## config.mk

```make
export PLATFORM = sky130hd
export DESIGN_NAME = query_timestamp_window_check_unit
export DESIGN_NICKNAME = d
export VERILOG_FILES = /design/src/qtwc_pkg.sv /design/src/qtwc_csr.sv /design/src/qtwc_front.sv /design/src/qtwc_queue.sv /design/src/qtwc_back.sv /design/src/query_timestamp_window_check_unit.sv
export SDC_FILE = /design/constraint.sdc
export NUM_CORES = 1
export LEC_CHECK = 0
export ABC_AREA = 1
export BUFFER_PORTS_ARGS = -buffer_cell sky130_fd_sc_hd__buf_2
export CORE_MARGIN = 2
export CORE_UTILIZATION = 65
export CTS_CLUSTER_DIAMETER = 120
export DETAILED_ROUTE_END_ITERATION = 6
export GPL_ROUTABILITY_DRIVEN = 1
export PLACE_DENSITY_LB_ADDON = 0.1
export SLEW_MARGIN = 30
export SYNTH_ARGS = -nofsm -noshare
export SYNTH_HDL_FRONTEND = slang
export SYNTH_SLANG_ARGS = --single-unit
export TNS_END_PERCENT = 30
```

## constraint.sdc

```tcl
create_clock -name clock -period 9.85 [get_ports clock]
set_input_delay 0.985 -clock clock [delete_from_list [all_inputs] [get_ports clock]]
set_output_delay 0.985 -clock clock [all_outputs]
set_load 0.02 [all_outputs]
```

## src/qtwc_pkg.sv

```systemverilog
// Shared types, constants and codes of the query timestamp window check.
package qtwc_pkg;

   // Width of the parsed timestamp value; larger values are unparsable
   localparam int VALUE_BITS = 63;
   localparam int NOW_BITS = 42;
   localparam int WINDOW_BITS = 31;
   localparam int BOUND_BITS = NOW_BITS + 1;
   localparam int SUM_BITS = VALUE_BITS + 4;
   localparam int CMP_BITS = (VALUE_BITS > BOUND_BITS) ? VALUE_BITS : BOUND_BITS;

   // Key "timestamp=" and separator characters
   localparam int KEY_LEN = 10;
   localparam int KPOS_BITS = $clog2(KEY_LEN + 1);
   localparam int KHIT_LEN = 2 ** KPOS_BITS;
   localparam logic [7:0] KEY_CHARS [KEY_LEN] = '{
      8'h74, 8'h69, 8'h6d, 8'h65, 8'h73, 8'h74, 8'h61, 8'h6d, 8'h70, 8'h3d
   };
   localparam logic [7:0] AMP_CHAR = 8'h26;
   localparam logic [7:0] DIGIT_LO = 8'h30;
   localparam logic [7:0] DIGIT_HI = 8'h39;

   // Configuration registers
   localparam logic [WINDOW_BITS-1:0] WINDOW_RESET = WINDOW_BITS'(60 * 3);
   localparam logic REG_CHECK_ENABLE = 1'b0;
   localparam logic REG_WINDOW_SECONDS = 1'b1;

   // Queue between classifier and scanner
   localparam int QUEUE_DEPTH = 4;
   localparam int QPTR_BITS = $clog2(QUEUE_DEPTH);
   localparam int QCNT_BITS = $clog2(QUEUE_DEPTH + 1);

   typedef logic [VALUE_BITS-1:0] value_type;
   typedef logic [SUM_BITS-1:0] sum_type;
   typedef logic [CMP_BITS-1:0] cmp_type;
   typedef logic [KPOS_BITS-1:0] kpos_type;
   typedef logic [QPTR_BITS-1:0] qptr_type;
   typedef logic [QCNT_BITS-1:0] qcnt_type;

   typedef enum logic [1:0] {
      PH_KEY   = 2'd0,
      PH_SKIP  = 2'd1,
      PH_VALUE = 2'd2
   } scan_phase_type;

   typedef enum logic [2:0] {
      CAUSE_WITHIN   = 3'd0,
      CAUSE_DISABLED = 3'd1,
      CAUSE_MISSING  = 3'd2,
      CAUSE_ABOVE    = 3'd3,
      CAUSE_BELOW    = 3'd4
   } cause_type;

   // Live configuration
   typedef struct packed {
      logic                   check_enable;
      logic [WINDOW_BITS-1:0] window_seconds;
   } csr_cfg_type;

   // One classified item as it travels through the queue
   typedef struct packed {
      logic                  is_end;
      logic                  is_amp;
      logic                  is_digit;
      logic [3:0]            digit;
      logic [KHIT_LEN-1:0]   key_hit;
      logic [BOUND_BITS-1:0] upper;
      logic [NOW_BITS-1:0]   lower;
      logic                  lower_ok;
   } item_type;

endpackage

```

## src/qtwc_csr.sv

```systemverilog
// Configuration register block with an APB-style access port.
module qtwc_csr (
   input  logic                  clock,
   input  logic                  reset,
   input  logic                  csr_psel,
   input  logic                  csr_penable,
   input  logic                  csr_pwrite,
   input  logic [2:0]            csr_paddr,
   input  logic [31:0]           csr_pwdata,
   output logic [31:0]           csr_prdata,
   output logic                  csr_pready,
   output qtwc_pkg::csr_cfg_type cfg
);

   logic                                 enable_ff, enable_in;
   logic [qtwc_pkg::WINDOW_BITS-1:0]     window_ff, window_in;
   logic                                 wr_en;
   logic                                 reg_idx;

   assign csr_pready = 1'b1;
   assign reg_idx = csr_paddr[2];
   assign wr_en = csr_psel && csr_penable && csr_pwrite && csr_pready;

   // Decode writes
   always_comb begin
      enable_in = enable_ff;
      window_in = window_ff;
      if (wr_en) begin
         unique case (reg_idx)
            qtwc_pkg::REG_CHECK_ENABLE:   enable_in = csr_pwdata[0];
            qtwc_pkg::REG_WINDOW_SECONDS: window_in = csr_pwdata[qtwc_pkg::WINDOW_BITS-1:0];
            default: ;
         endcase
      end
   end

   always_ff @(posedge clock) begin
      if (reset) begin
         enable_ff <= 1'b0;
         window_ff <= qtwc_pkg::WINDOW_RESET;
      end else begin
         enable_ff <= enable_in;
         window_ff <= window_in;
      end
   end

   // Return register contents on reads
   always_comb begin
      unique case (reg_idx)
         qtwc_pkg::REG_CHECK_ENABLE:   csr_prdata = {31'b0, enable_ff};
         qtwc_pkg::REG_WINDOW_SECONDS: csr_prdata = {1'b0, window_ff};
         default:                      csr_prdata = 32'b0;
      endcase
   end

   assign cfg.check_enable = enable_ff;
   assign cfg.window_seconds = window_ff;

endmodule

```

## src/qtwc_front.sv

```systemverilog
// Input stage: accepts beats, classifies query bytes and precomputes time bounds.
module qtwc_front (
   input  logic                  clock,
   input  logic                  reset,
   input  logic                  req_tvalid,
   output logic                  req_tready,
   input  logic [55:0]           req_tdata,
   input  logic                  req_tlast,
   input  qtwc_pkg::csr_cfg_type cfg,
   output logic                  push,
   output qtwc_pkg::item_type    push_item,
   input  logic                  queue_full
);

   logic                                valid_ff, valid_in;
   qtwc_pkg::item_type                  item_ff, item_in;
   logic [7:0]                          byte_val;
   logic [qtwc_pkg::NOW_BITS-1:0]       now_val;
   logic [qtwc_pkg::BOUND_BITS-1:0]     diff;
   logic                                take;

   assign byte_val = req_tdata[7:0];
   assign now_val = req_tdata[49:8];

   // Advance whenever the held beat can move into the queue
   assign push = valid_ff && !queue_full;
   assign req_tready = !valid_ff || !queue_full;
   assign take = req_tvalid && req_tready;
   assign push_item = item_ff;

   // Classify the byte and form now+window and now-window
   always_comb begin
      item_in = '0;
      item_in.is_end = req_tlast;
      item_in.is_amp = (byte_val == qtwc_pkg::AMP_CHAR);
      item_in.is_digit = (byte_val >= qtwc_pkg::DIGIT_LO) && (byte_val <= qtwc_pkg::DIGIT_HI);
      item_in.digit = byte_val[3:0];
      for (int k = 0; k < qtwc_pkg::KEY_LEN; k++) begin
         item_in.key_hit[k] = (byte_val == qtwc_pkg::KEY_CHARS[k]);
      end
      diff = {1'b0, now_val} - qtwc_pkg::BOUND_BITS'(cfg.window_seconds);
      item_in.upper = {1'b0, now_val} + qtwc_pkg::BOUND_BITS'(cfg.window_seconds);
      item_in.lower = diff[qtwc_pkg::NOW_BITS-1:0];
      item_in.lower_ok = !diff[qtwc_pkg::BOUND_BITS-1];
   end

   always_comb begin
      valid_in = valid_ff;
      if (take) begin
         valid_in = 1'b1;
      end else if (push) begin
         valid_in = 1'b0;
      end
   end

   always_ff @(posedge clock) begin
      if (reset) begin
         valid_ff <= 1'b0;
      end else begin
         valid_ff <= valid_in;
      end
   end

   // Hold payload until taken by the queue
   always_ff @(posedge clock) begin
      if (take) begin
         item_ff <= item_in;
      end
   end

endmodule

```

## src/qtwc_queue.sv

```systemverilog
// Short queue of classified items between the classifier and the scanner.
module qtwc_queue (
   input  logic               clock,
   input  logic               reset,
   input  logic               push,
   input  qtwc_pkg::item_type push_item,
   output logic               full,
   input  logic               pop,
   output logic               pop_valid,
   output qtwc_pkg::item_type pop_item
);

   qtwc_pkg::item_type  entry_ff [qtwc_pkg::QUEUE_DEPTH];
   qtwc_pkg::qptr_type  wr_ptr_ff, wr_ptr_in;
   qtwc_pkg::qptr_type  rd_ptr_ff, rd_ptr_in;
   qtwc_pkg::qcnt_type  count_ff, count_in;

   assign full = (count_ff == qtwc_pkg::qcnt_type'(qtwc_pkg::QUEUE_DEPTH));
   assign pop_valid = (count_ff != '0);
   assign pop_item = entry_ff[rd_ptr_ff];

   // Advance pointers and occupancy
   always_comb begin
      wr_ptr_in = wr_ptr_ff;
      rd_ptr_in = rd_ptr_ff;
      count_in = count_ff;
      if (push) begin
         wr_ptr_in = wr_ptr_ff + qtwc_pkg::qptr_type'(1);
      end
      if (pop) begin
         rd_ptr_in = rd_ptr_ff + qtwc_pkg::qptr_type'(1);
      end
      if (push && !pop) begin
         count_in = count_ff + qtwc_pkg::qcnt_type'(1);
      end else if (pop && !push) begin
         count_in = count_ff - qtwc_pkg::qcnt_type'(1);
      end
   end

   always_ff @(posedge clock) begin
      if (reset) begin
         wr_ptr_ff <= '0;
         rd_ptr_ff <= '0;
         count_ff <= '0;
      end else begin
         wr_ptr_ff <= wr_ptr_in;
         rd_ptr_ff <= rd_ptr_in;
         count_ff <= count_in;
      end
   end

   always_ff @(posedge clock) begin
      if (push) begin
         entry_ff[wr_ptr_ff] <= push_item;
      end
   end

endmodule

```

## src/qtwc_back.sv

```systemverilog
// Scanner: tracks the timestamp parameter, parses its value and registers the verdict.
module qtwc_back (
   input  logic                  clock,
   input  logic                  reset,
   input  qtwc_pkg::csr_cfg_type cfg,
   input  logic                  q_valid,
   input  qtwc_pkg::item_type    q_item,
   output logic                  pop,
   output logic                  rsp_tvalid,
   input  logic                  rsp_tready,
   output logic [7:0]            rsp_tdata
);

   qtwc_pkg::scan_phase_type phase_ff, phase_in;
   qtwc_pkg::kpos_type       kpos_ff, kpos_in;
   qtwc_pkg::value_type      cand_value_ff, cand_value_in;
   logic                     cand_digit_ff, cand_digit_in;
   logic                     cand_bad_ff, cand_bad_in;
   qtwc_pkg::value_type      comm_value_ff, comm_value_in;
   logic                     comm_valid_ff, comm_valid_in;
   logic                     comm_found_ff, comm_found_in;
   logic                     rsp_valid_ff, rsp_valid_in;
   logic                     rsp_forbid_ff, rsp_forbid_in;
   qtwc_pkg::cause_type      rsp_cause_ff, rsp_cause_in;

   logic                     out_free;
   logic                     in_value;
   logic                     key_match;
   logic                     overflow;
   qtwc_pkg::sum_type        next_sum;
   qtwc_pkg::value_type      eff_value;
   logic                     eff_valid;
   logic                     eff_found;
   qtwc_pkg::cmp_type        cmp_value;
   qtwc_pkg::cmp_type        cmp_upper;
   qtwc_pkg::cmp_type        cmp_lower;
   qtwc_pkg::cause_type      cause;

   assign out_free = !rsp_valid_ff || rsp_tready;
   assign pop = q_valid && (!q_item.is_end || out_free);
   assign in_value = (phase_ff == qtwc_pkg::PH_VALUE);

   // Key character and decimal step
   assign key_match = (kpos_ff < qtwc_pkg::kpos_type'(qtwc_pkg::KEY_LEN)) &&
                      q_item.key_hit[kpos_ff];
   assign next_sum = (qtwc_pkg::sum_type'(cand_value_ff) << 3) +
                     (qtwc_pkg::sum_type'(cand_value_ff) << 1) +
                     qtwc_pkg::sum_type'(q_item.digit);
   assign overflow = |next_sum[qtwc_pkg::SUM_BITS-1:qtwc_pkg::VALUE_BITS];

   // Close an open value parameter at end of query
   assign eff_found = comm_found_ff || in_value;
   assign eff_valid = in_value ? (cand_digit_ff && !cand_bad_ff) : comm_valid_ff;
   assign eff_value = in_value ? cand_value_ff : comm_value_ff;
   assign cmp_value = qtwc_pkg::cmp_type'(eff_value);
   assign cmp_upper = qtwc_pkg::cmp_type'(q_item.upper);
   assign cmp_lower = qtwc_pkg::cmp_type'(q_item.lower);

   // Verdict
   always_comb begin
      priority if (!cfg.check_enable) begin
         cause = qtwc_pkg::CAUSE_DISABLED;
      end else if (!eff_found || !eff_valid) begin
         cause = qtwc_pkg::CAUSE_MISSING;
      end else if (cmp_value > cmp_upper) begin
         cause = qtwc_pkg::CAUSE_ABOVE;
      end else if (q_item.lower_ok && (cmp_value < cmp_lower)) begin
         cause = qtwc_pkg::CAUSE_BELOW;
      end else begin
         cause = qtwc_pkg::CAUSE_WITHIN;
      end
   end

   // Scan state update
   always_comb begin
      phase_in = phase_ff;
      kpos_in = kpos_ff;
      cand_value_in = cand_value_ff;
      cand_digit_in = cand_digit_ff;
      cand_bad_in = cand_bad_ff;
      comm_value_in = comm_value_ff;
      comm_valid_in = comm_valid_ff;
      comm_found_in = comm_found_ff;
      rsp_valid_in = out_free ? 1'b0 : rsp_valid_ff;
      rsp_forbid_in = rsp_forbid_ff;
      rsp_cause_in = rsp_cause_ff;

      if (pop) begin
         if (q_item.is_end || q_item.is_amp) begin
            // Commit a finished timestamp parameter, then restart the scan
            if (in_value) begin
               comm_found_in = 1'b1;
               comm_valid_in = cand_digit_ff && !cand_bad_ff;
               comm_value_in = cand_value_ff;
            end
            phase_in = qtwc_pkg::PH_KEY;
            kpos_in = '0;
            cand_value_in = '0;
            cand_digit_in = 1'b0;
            cand_bad_in = 1'b0;
            if (q_item.is_end) begin
               // Drop all query state and issue the verdict
               comm_found_in = 1'b0;
               comm_valid_in = 1'b0;
               comm_value_in = '0;
               rsp_valid_in = 1'b1;
               rsp_cause_in = cause;
               rsp_forbid_in = (cause != qtwc_pkg::CAUSE_WITHIN) &&
                               (cause != qtwc_pkg::CAUSE_DISABLED);
            end
         end else begin
            unique case (phase_ff)
               qtwc_pkg::PH_KEY: begin
                  if (key_match) begin
                     kpos_in = kpos_ff + qtwc_pkg::kpos_type'(1);
                     if (kpos_in == qtwc_pkg::kpos_type'(qtwc_pkg::KEY_LEN)) begin
                        phase_in = qtwc_pkg::PH_VALUE;
                        cand_value_in = '0;
                        cand_digit_in = 1'b0;
                        cand_bad_in = 1'b0;
                     end
                  end else begin
                     phase_in = qtwc_pkg::PH_SKIP;
                  end
               end
               qtwc_pkg::PH_VALUE: begin
                  if (!cand_bad_ff) begin
                     if (!q_item.is_digit || overflow) begin
                        cand_bad_in = 1'b1;
                     end else begin
                        cand_value_in = next_sum[qtwc_pkg::VALUE_BITS-1:0];
                        cand_digit_in = 1'b1;
                     end
                  end
               end
               qtwc_pkg::PH_SKIP: ;
               default: ;
            endcase
         end
      end
   end

   always_ff @(posedge clock) begin
      if (reset) begin
         phase_ff <= qtwc_pkg::PH_KEY;
         kpos_ff <= '0;
         cand_value_ff <= '0;
         cand_digit_ff <= 1'b0;
         cand_bad_ff <= 1'b0;
         comm_value_ff <= '0;
         comm_valid_ff <= 1'b0;
         comm_found_ff <= 1'b0;
         rsp_valid_ff <= 1'b0;
      end else begin
         phase_ff <= phase_in;
         kpos_ff <= kpos_in;
         cand_value_ff <= cand_value_in;
         cand_digit_ff <= cand_digit_in;
         cand_bad_ff <= cand_bad_in;
         comm_value_ff <= comm_value_in;
         comm_valid_ff <= comm_valid_in;
         comm_found_ff <= comm_found_in;
         rsp_valid_ff <= rsp_valid_in;
      end
   end

   // Hold result payload
   always_ff @(posedge clock) begin
      rsp_forbid_ff <= rsp_forbid_in;
      rsp_cause_ff <= rsp_cause_in;
   end

   assign rsp_tvalid = rsp_valid_ff;
   assign rsp_tdata = {4'b0, rsp_cause_ff, rsp_forbid_ff};

`ifndef SYNTHESIS
   a_end_clears: assert property (@(posedge clock) disable iff (reset)
      (pop && q_item.is_end) |=> (phase_ff == qtwc_pkg::PH_KEY) && !comm_found_ff &&
                                 (kpos_ff == '0))
      else $error("query state not cleared after end beat");
   a_key_bound: assert property (@(posedge clock) disable iff (reset)
      (phase_ff == qtwc_pkg::PH_KEY) |-> (kpos_ff < qtwc_pkg::kpos_type'(qtwc_pkg::KEY_LEN)))
      else $error("key position past key length while matching");
   a_no_overwrite: assert property (@(posedge clock) disable iff (reset)
      (rsp_valid_ff && !rsp_tready) |=> $stable(rsp_cause_ff) && $stable(rsp_forbid_ff))
      else $error("pending verdict overwritten");
   a_value_has_key: assert property (@(posedge clock) disable iff (reset)
      (phase_ff == qtwc_pkg::PH_VALUE) |-> (kpos_ff == qtwc_pkg::kpos_type'(qtwc_pkg::KEY_LEN)))
      else $error("value phase entered without full key");
`endif

endmodule

```

## src/query_timestamp_window_check_unit.sv

```systemverilog
// An end beat's verdict passes the front holding register, the queue and the response register.
// Throughput: one beat per cycle; the scanner retires one queued item per cycle, unless stalled.
// The 4-entry queue between classifier and scanner absorbs rsp_tready stalls.
// Reset (synchronous, active high) empties the pipeline, clears the scan state,
// disables the check and sets the window to 180 seconds.
module query_timestamp_window_check_unit (
   input  logic        clock,
   input  logic        reset,
   input  logic        req_tvalid,
   output logic        req_tready,
   input  logic [55:0] req_tdata,   // query_byte [7:0], now_seconds [49:8], zero [55:50]
   input  logic        req_tlast,
   output logic        rsp_tvalid,
   input  logic        rsp_tready,
   output logic [7:0]  rsp_tdata,   // forbid [0], cause [3:1], zero [7:4]
   input  logic        csr_psel,
   input  logic        csr_penable,
   input  logic        csr_pwrite,
   input  logic [2:0]  csr_paddr,
   input  logic [31:0] csr_pwdata,
   output logic [31:0] csr_prdata,
   output logic        csr_pready
);

   qtwc_pkg::csr_cfg_type cfg;
   logic                  push;
   qtwc_pkg::item_type    push_item;
   logic                  queue_full;
   logic                  pop;
   logic                  pop_valid;
   qtwc_pkg::item_type    pop_item;

   qtwc_csr u_csr (
      .clock       (clock),
      .reset       (reset),
      .csr_psel    (csr_psel),
      .csr_penable (csr_penable),
      .csr_pwrite  (csr_pwrite),
      .csr_paddr   (csr_paddr),
      .csr_pwdata  (csr_pwdata),
      .csr_prdata  (csr_prdata),
      .csr_pready  (csr_pready),
      .cfg         (cfg)
   );

   qtwc_front u_front (
      .clock      (clock),
      .reset      (reset),
      .req_tvalid (req_tvalid),
      .req_tready (req_tready),
      .req_tdata  (req_tdata),
      .req_tlast  (req_tlast),
      .cfg        (cfg),
      .push       (push),
      .push_item  (push_item),
      .queue_full (queue_full)
   );

   qtwc_queue u_queue (
      .clock     (clock),
      .reset     (reset),
      .push      (push),
      .push_item (push_item),
      .full      (queue_full),
      .pop       (pop),
      .pop_valid (pop_valid),
      .pop_item  (pop_item)
   );

   qtwc_back u_back (
      .clock      (clock),
      .reset      (reset),
      .cfg        (cfg),
      .q_valid    (pop_valid),
      .q_item     (pop_item),
      .pop        (pop),
      .rsp_tvalid (rsp_tvalid),
      .rsp_tready (rsp_tready),
      .rsp_tdata  (rsp_tdata)
   );

endmodule
```

# Word-level counts from Yosys, hierarchy flattened
# Memories as Yosys holds them, arrays and structs flattened. A register that Yosys moved wholly into a read port is not among the register bits.
# Cells that the tools add are included.
[word_totals]
n_memories = 1
register_bits = 284
ramBits = 412
out_inout_bits = 43
[mem_list]
columns = ["name", "depth", "width", "read_ports", "rd_clocked_by_memory_dff", "wr", "line", "source"]
rows = [
  ["u_queue.entry_ff", 4, 103, 1, 1, 1, "qtwc_queue.sv:13", "qtwc_pkg::item_type entry_ff [qtwc_pkg::QUEUE_DEPTH];"],
]
[classes]
reduce_logical = 49
add_sub_neg = 9
muxes = 48
n_lt_le_gt_ge = 6
n_bitwise = 1
n_eq_ne = 18
[op_table]
columns = ["cell", "n"]
rows = [
  ["$mux W63", 7],
  ["$pmux W63 S2", 1],
  ["$add A66 B64 Y67", 1],
  ["$add A67 B4 Y67", 1],
  ["$pmux W32 S2", 1],
  ["$gt A63 B43 Y1", 1],
  ["$lt A63 B42 Y1", 1],
  ["$eq A8 B7 Y1 const B", 7],
  ["$add A42 B31 Y43", 1],
  ["$sub A42 B31 Y43", 1],
  ["$mux W1", 21],
  ["$mux W3", 6],
  ["$eq A8 B6 Y1 const B", 2],
  ["$logic_and A1 B1 Y1", 12],
  ["$mux W2", 6],
  ["$mux W4", 3],
  ["$reduce_and A3 Y1", 4],
  ["$logic_not A1 Y1", 11],
  ["$reduce_bool A2 Y1", 5],
  ["$ne A3 B1 Y1 const B", 3],
  ["$ne A3 B3 Y1 const B", 3],
  ["$reduce_bool A3 Y1", 3],
  ["$ge A8 B6 Y1 const B", 1],
  ["$le A8 B6 Y1 const B", 1],
  ["18 further kinds", 28],
]

# Logic depth before layout (Yosys ltp)
[depth]
word_depth = 10
mapped_depth = 30
ltp_nobuf = 25

# By module
# Synthesis repeated with hierarchy kept, for this count alone.
[unflattened]
hier_cells = 5215
hier_area_um2 = 42405.7
[modules_own_cells]
columns = ["mod", "instances", "area_per_inst_um2", "seq_area_each_um2", "cells_each"]
rows = [
  ["qtwc_queue", 1, 16540.9, 13272.7, 1113],
  ["qtwc_back", 1, 15124.5, 2862.7, 2480],
  ["qtwc_front", 1, 9085.0, 3022.9, 1347],
  ["qtwc_csr", 1, 1655.3, 640.6, 275],
]

# Worst setup path after synthesis
# No wires, ideal clock.
[synth_timing]
kind = "register -> register"
from = "register u_queue.count_ff[1]"
to = "memory u_queue.entry_ff[0][0] in the netlist's numbering, enable pin"
arrival_ns = 5.003
setup_time_ns = 0.560
path_buffers = 0
synth_period_minus_slack_ns = 5.563
path_slack_ns = 4.287
path_stages_with_launch = 5
path_cell_list = "dfxtp_1 -> inv_1 -> a31oi_1 -> inv_1 -> nor2_1"
[synth_via]
elab_chain_len = 5
[synth_lines]
columns = ["element", "line", "source"]
rows = [
  ["start, declared", "qtwc_queue.sv:16", "qtwc_pkg::qcnt_type count_ff, count_in;"],
  ["start signal, assigned", "qtwc_queue.sv:48", "count_ff <= count_in;"],
  ["$eq A3 B3 Y1", "qtwc_queue.sv:18", "assign full = (count_ff == qtwc_pkg::qcnt_type'(qtwc_pkg::QUEUE_DEPTH));"],
  ["$logic_not A1 Y1", "qtwc_front.sv:26", "assign push = valid_ff && !queue_full;"],
  ["$logic_and A1 B1 Y1", "qtwc_front.sv:26", ""],
  ["via push", "query_timestamp_window_check_unit.sv:26", "logic push;"],
  ["$mux W1", "qtwc_queue.sv:53", "if (push) begin"],
  ["$mux W1 (not written as such)", "qtwc_queue.sv:54", "entry_ff[wr_ptr_ff] <= push_item;"],
  ["end, declared", "qtwc_queue.sv:13", ""],
]
# The timed path passes the listed nets, and every way through them passes these cells.

==> reports/metrics.yaml <==
status: "completed"
worstPathRequired_ns: 10.36
grt-ovfl-total: 0
initial_core_util_pct: 65.95
max_stage_delay_ns: 0.73
clock-sinks: 683
slew_headroom_pct: 34.62
p_per_area_nw_per_um2: 225.7
place_hpwl_um: 67640
viasPerCell: 5.824
met2_usage_pct: 51.21
yosys_warnings: 0
path_buf_inv: 1
io_buffers: 126
hold_path.class: "reg2reg"
finalHoldViolCount: 0
final.min_clock_period_ns: 5.629
cpMostUsedCell: "nand2_1"
yosysUniqueCellTypes: 61
first_pass_iters: 5
power.net_switching_uw: 3401
slowest_stage: "buf_4"
synth_edf_count: 504
maxCapViolCount: 0
drive_gt1_share_pct: 7.552
die_h_um: 246.2
postSynthAreaPerCell_sq_um: 9.040
die_area_sq_um: 60600
finClkSkew_ns: 0.02425
final_util_pct: 71.94
critPathKind: "reg2reg"
path_cells: "buf_4 > nand2_1 > a32o_1 > fa_1 > fa_1 > nand3b_1 > nand2_1 > nand2_1 > nand2_1 > nand2_1 > nand2_1 > nand2_1 > nand2_2 > nand2_1 > nand3_1 > nand2_1 > nor2_4 > nand2_2 > nand2_4 > nand2_8 > nand3_1 > nand2_1"
cts_buffers: 71
comb_power_share_pct: 32.8
wire_per_inst_um: 18.72
met3_usage_pct: 4.575
ant_nets: 0
synthFlopType: "edfxtp_1"
gp_congestion: 0.9776
grt_max_degree: 94
max_freq_mhz: 177.6
rsz0062_at_grt: "false"
num_io_pins: 142
grt_usage_pct: 31.54
yosys.area.top_type: "edfxtp_1"
synth.area.top_cells: "edfxtp_1 (40%), nand2_1 (9.6%), dfxtp_1 (9.4%), ha_1 (9.1%), a21oi_1 (4.9%)"
clkPwrFrac_pct: 29.2
wirelength_um: 95390
dr.first_iter.drc_count: 2392
busiest_layer: "met2"
synth_top_area_share_pct: 39.70
syn_inst: 4217
root_buffer: "clkbuf_16"
grt_pass1_wl_um: 149600
postSynth.asyncResetShare_pct: 0
area_growth_pct: 9.082
ctsResizeCount: 0
synth.most_common_cell: "nand2_1"
ctsHoldBuffers: 0
slew_viol_final: 0
pwr-share-seq_pct: 38.0
clk_latency_ns: 0.64
final_nets: 4655
path_delay_family: "simple AND/OR/NAND/NOR gates"
num_rows: 88
coreArea_sq_um: 57810
start_kind: "flip-flop"
cts_setup_buffers: 0
vias: 29680
grt_pass1_vias: 28310
ir_worst_vdd_mv: 0.1584
internal-power_uw: 5984
p_leak_uw: 0.01815
cts_max_path_buffers: 3
cp.arrival_ns: 6.14
synthTopCellsByCount: "nand2_1 (980), edfxtp_1 (504), inv_1 (473)"
cts_tree: "built"
crit_fanout: 75
fill_cells: 4433
syn_area_sq_um: 38120
die_w_um: 246.2
use_met1_pct: 43.93
yosysSeqAreaShare_pct: 49.10
htreeDepth: 3
tightest_slew_ns: 0.9807
drcViolationCount: 0
antenna_found_initial: 5
finalSetupViolCount: 0
timing.final.crit_share_pct: 57.15
tns_ns: 0
end_kind: "flip-flop"
ys_seq_elements: 683
swShare_pct: 36.24
path_clk_slew_ns: 0.07
## power groups by stage
stage	clock network [uW]	logic, uW	registers, uW
final	2740	3080	3560
after global placement	0	2920	3610
after floorplan	0	2300	3570
after global routing	2870	3420	3590
after CTS	2770	3050	3560
after detailed placement	0	3020	3620
## layout by cell type, fill, tap and decap left out, drive strengths merged, types with 10 or more instances in the layout
cell      n
clkinv   24
nand3   158
a21oi   378
o21bai   21
nand2   990
inv     485
a31oi    24
a21o     10
o21a     12
a32o     84
edfxtp  504
buf     153
dfxtp   179
nand4    62
o211a    20
ha      278
xor2    111
nor2    320
xnor2    25
a211oi   47
o211ai   10
clkbuf   91
o21ai   212
nor3     41
mux2i    19
## through the flow
stage | hold slack [ns] | std cells | power [uW] | worst slack, ns | instance area (sq um)
after global placement | 0.4429 | 4965 | 6525 | 4.421 | 39190
after CTS | 0.4577 | 5095 | 9382 | 4.287 | 41570
after floorplan | 0.4316 | 4221 | 5872 | 4.287 | 38140
final | 0.4555 | 5096 | 9385 | 4.221 | 41580
after detailed placement | 0.4444 | 4965 | 6641 | 4.331 | 39190
after global routing | 0.4708 | 5096 | 9885 | 3.869 | 41580
## cell families (layout without fill, tap and decap cells)
logic type	count (synthesis)	count (layout)	share of synthesized area, %
and+or+nand+nor	1591	1591	17.60
AOI/OAI and AO/OA	845	845	13.40
DFF	683	683	49.10
buffers and inverters	658	767	6.860
adders and majority gates	283	283	9.387
xor gates and xnor gates	136	136	3.125
muxes	19	19	0.4989
other	2	7	0.01970
## final timing paths
kind | end | startpoint | cells after the start | slack [ns]
worst min-delay path | u_back.comm_value_ff[7] | u_back.comm_value_ff[7] | 2 | 0.46
worst max-delay path | u_back.cand_value_ff[2] | flip-flop | 22 | 4.22
worst max register to register | u_back.cand_value_ff[2] | flip-flop | 22 | 4.22
worst min register to register | u_back.comm_value_ff[7] | u_back.comm_value_ff[7] | 2 | 0.46
## worst register-to-register path: stages (launching register included)
cell and delay, ns:
dfxtp_4 0.72, buf_4 0.75, nand2_1 0.11, a32o_1 0.32, fa_1 0.49, fa_1 0.48, nand3b_1 0.17, nand2_1 0.17
nand2_1 0.07, nand2_1 0.12, nand2_1 0.06, nand2_1 0.13, nand2_1 0.10, nand2_2 0.16, nand2_1 0.11, nand3_1 0.09
nand2_1 0.08, nor2_4 0.13, nand2_2 0.09, nand2_4 0.37, nand2_8 0.41, nand3_1 0.31, nand2_1 0.08
## routing by layer
layer	vias up	wire length (um)
met4	2	2694
met3	160	7140
li1	14550	-
met1	13950	41380
met5	-	12
met2	1019	44160
## final cells by class
class	count	area (sq um)	share of cell area, %
tap	765	957.2	2.302
clock inverter	39	454.2	1.092
sequential	683	18720	45.02
clock buffer	91	1924	4.628
inverter	484	1829	4.399
timing repair buffer	153	837.1	2.013
multi-input combinational	2880	16860	40.54
antenna	1	2.502	0.006018
## flip-flops by register name, indices dropped and copies added (netlist names), 2 cells and up, named ones only
signal	cells
u_back.kpos_ff	4
u_back.comm_value_ff	63
u_queue.count_ff	3
u_csr.window_ff	31
u_back.rsp_cause_ff	3
u_queue.entry_ff	400
u_queue.wr_ptr_ff	2
u_queue.rd_ptr_ff	2
u_front.push_item	100
u_back.phase_ff	2
u_back.cand_value_ff	63
(Power assumes the default switching activity.)
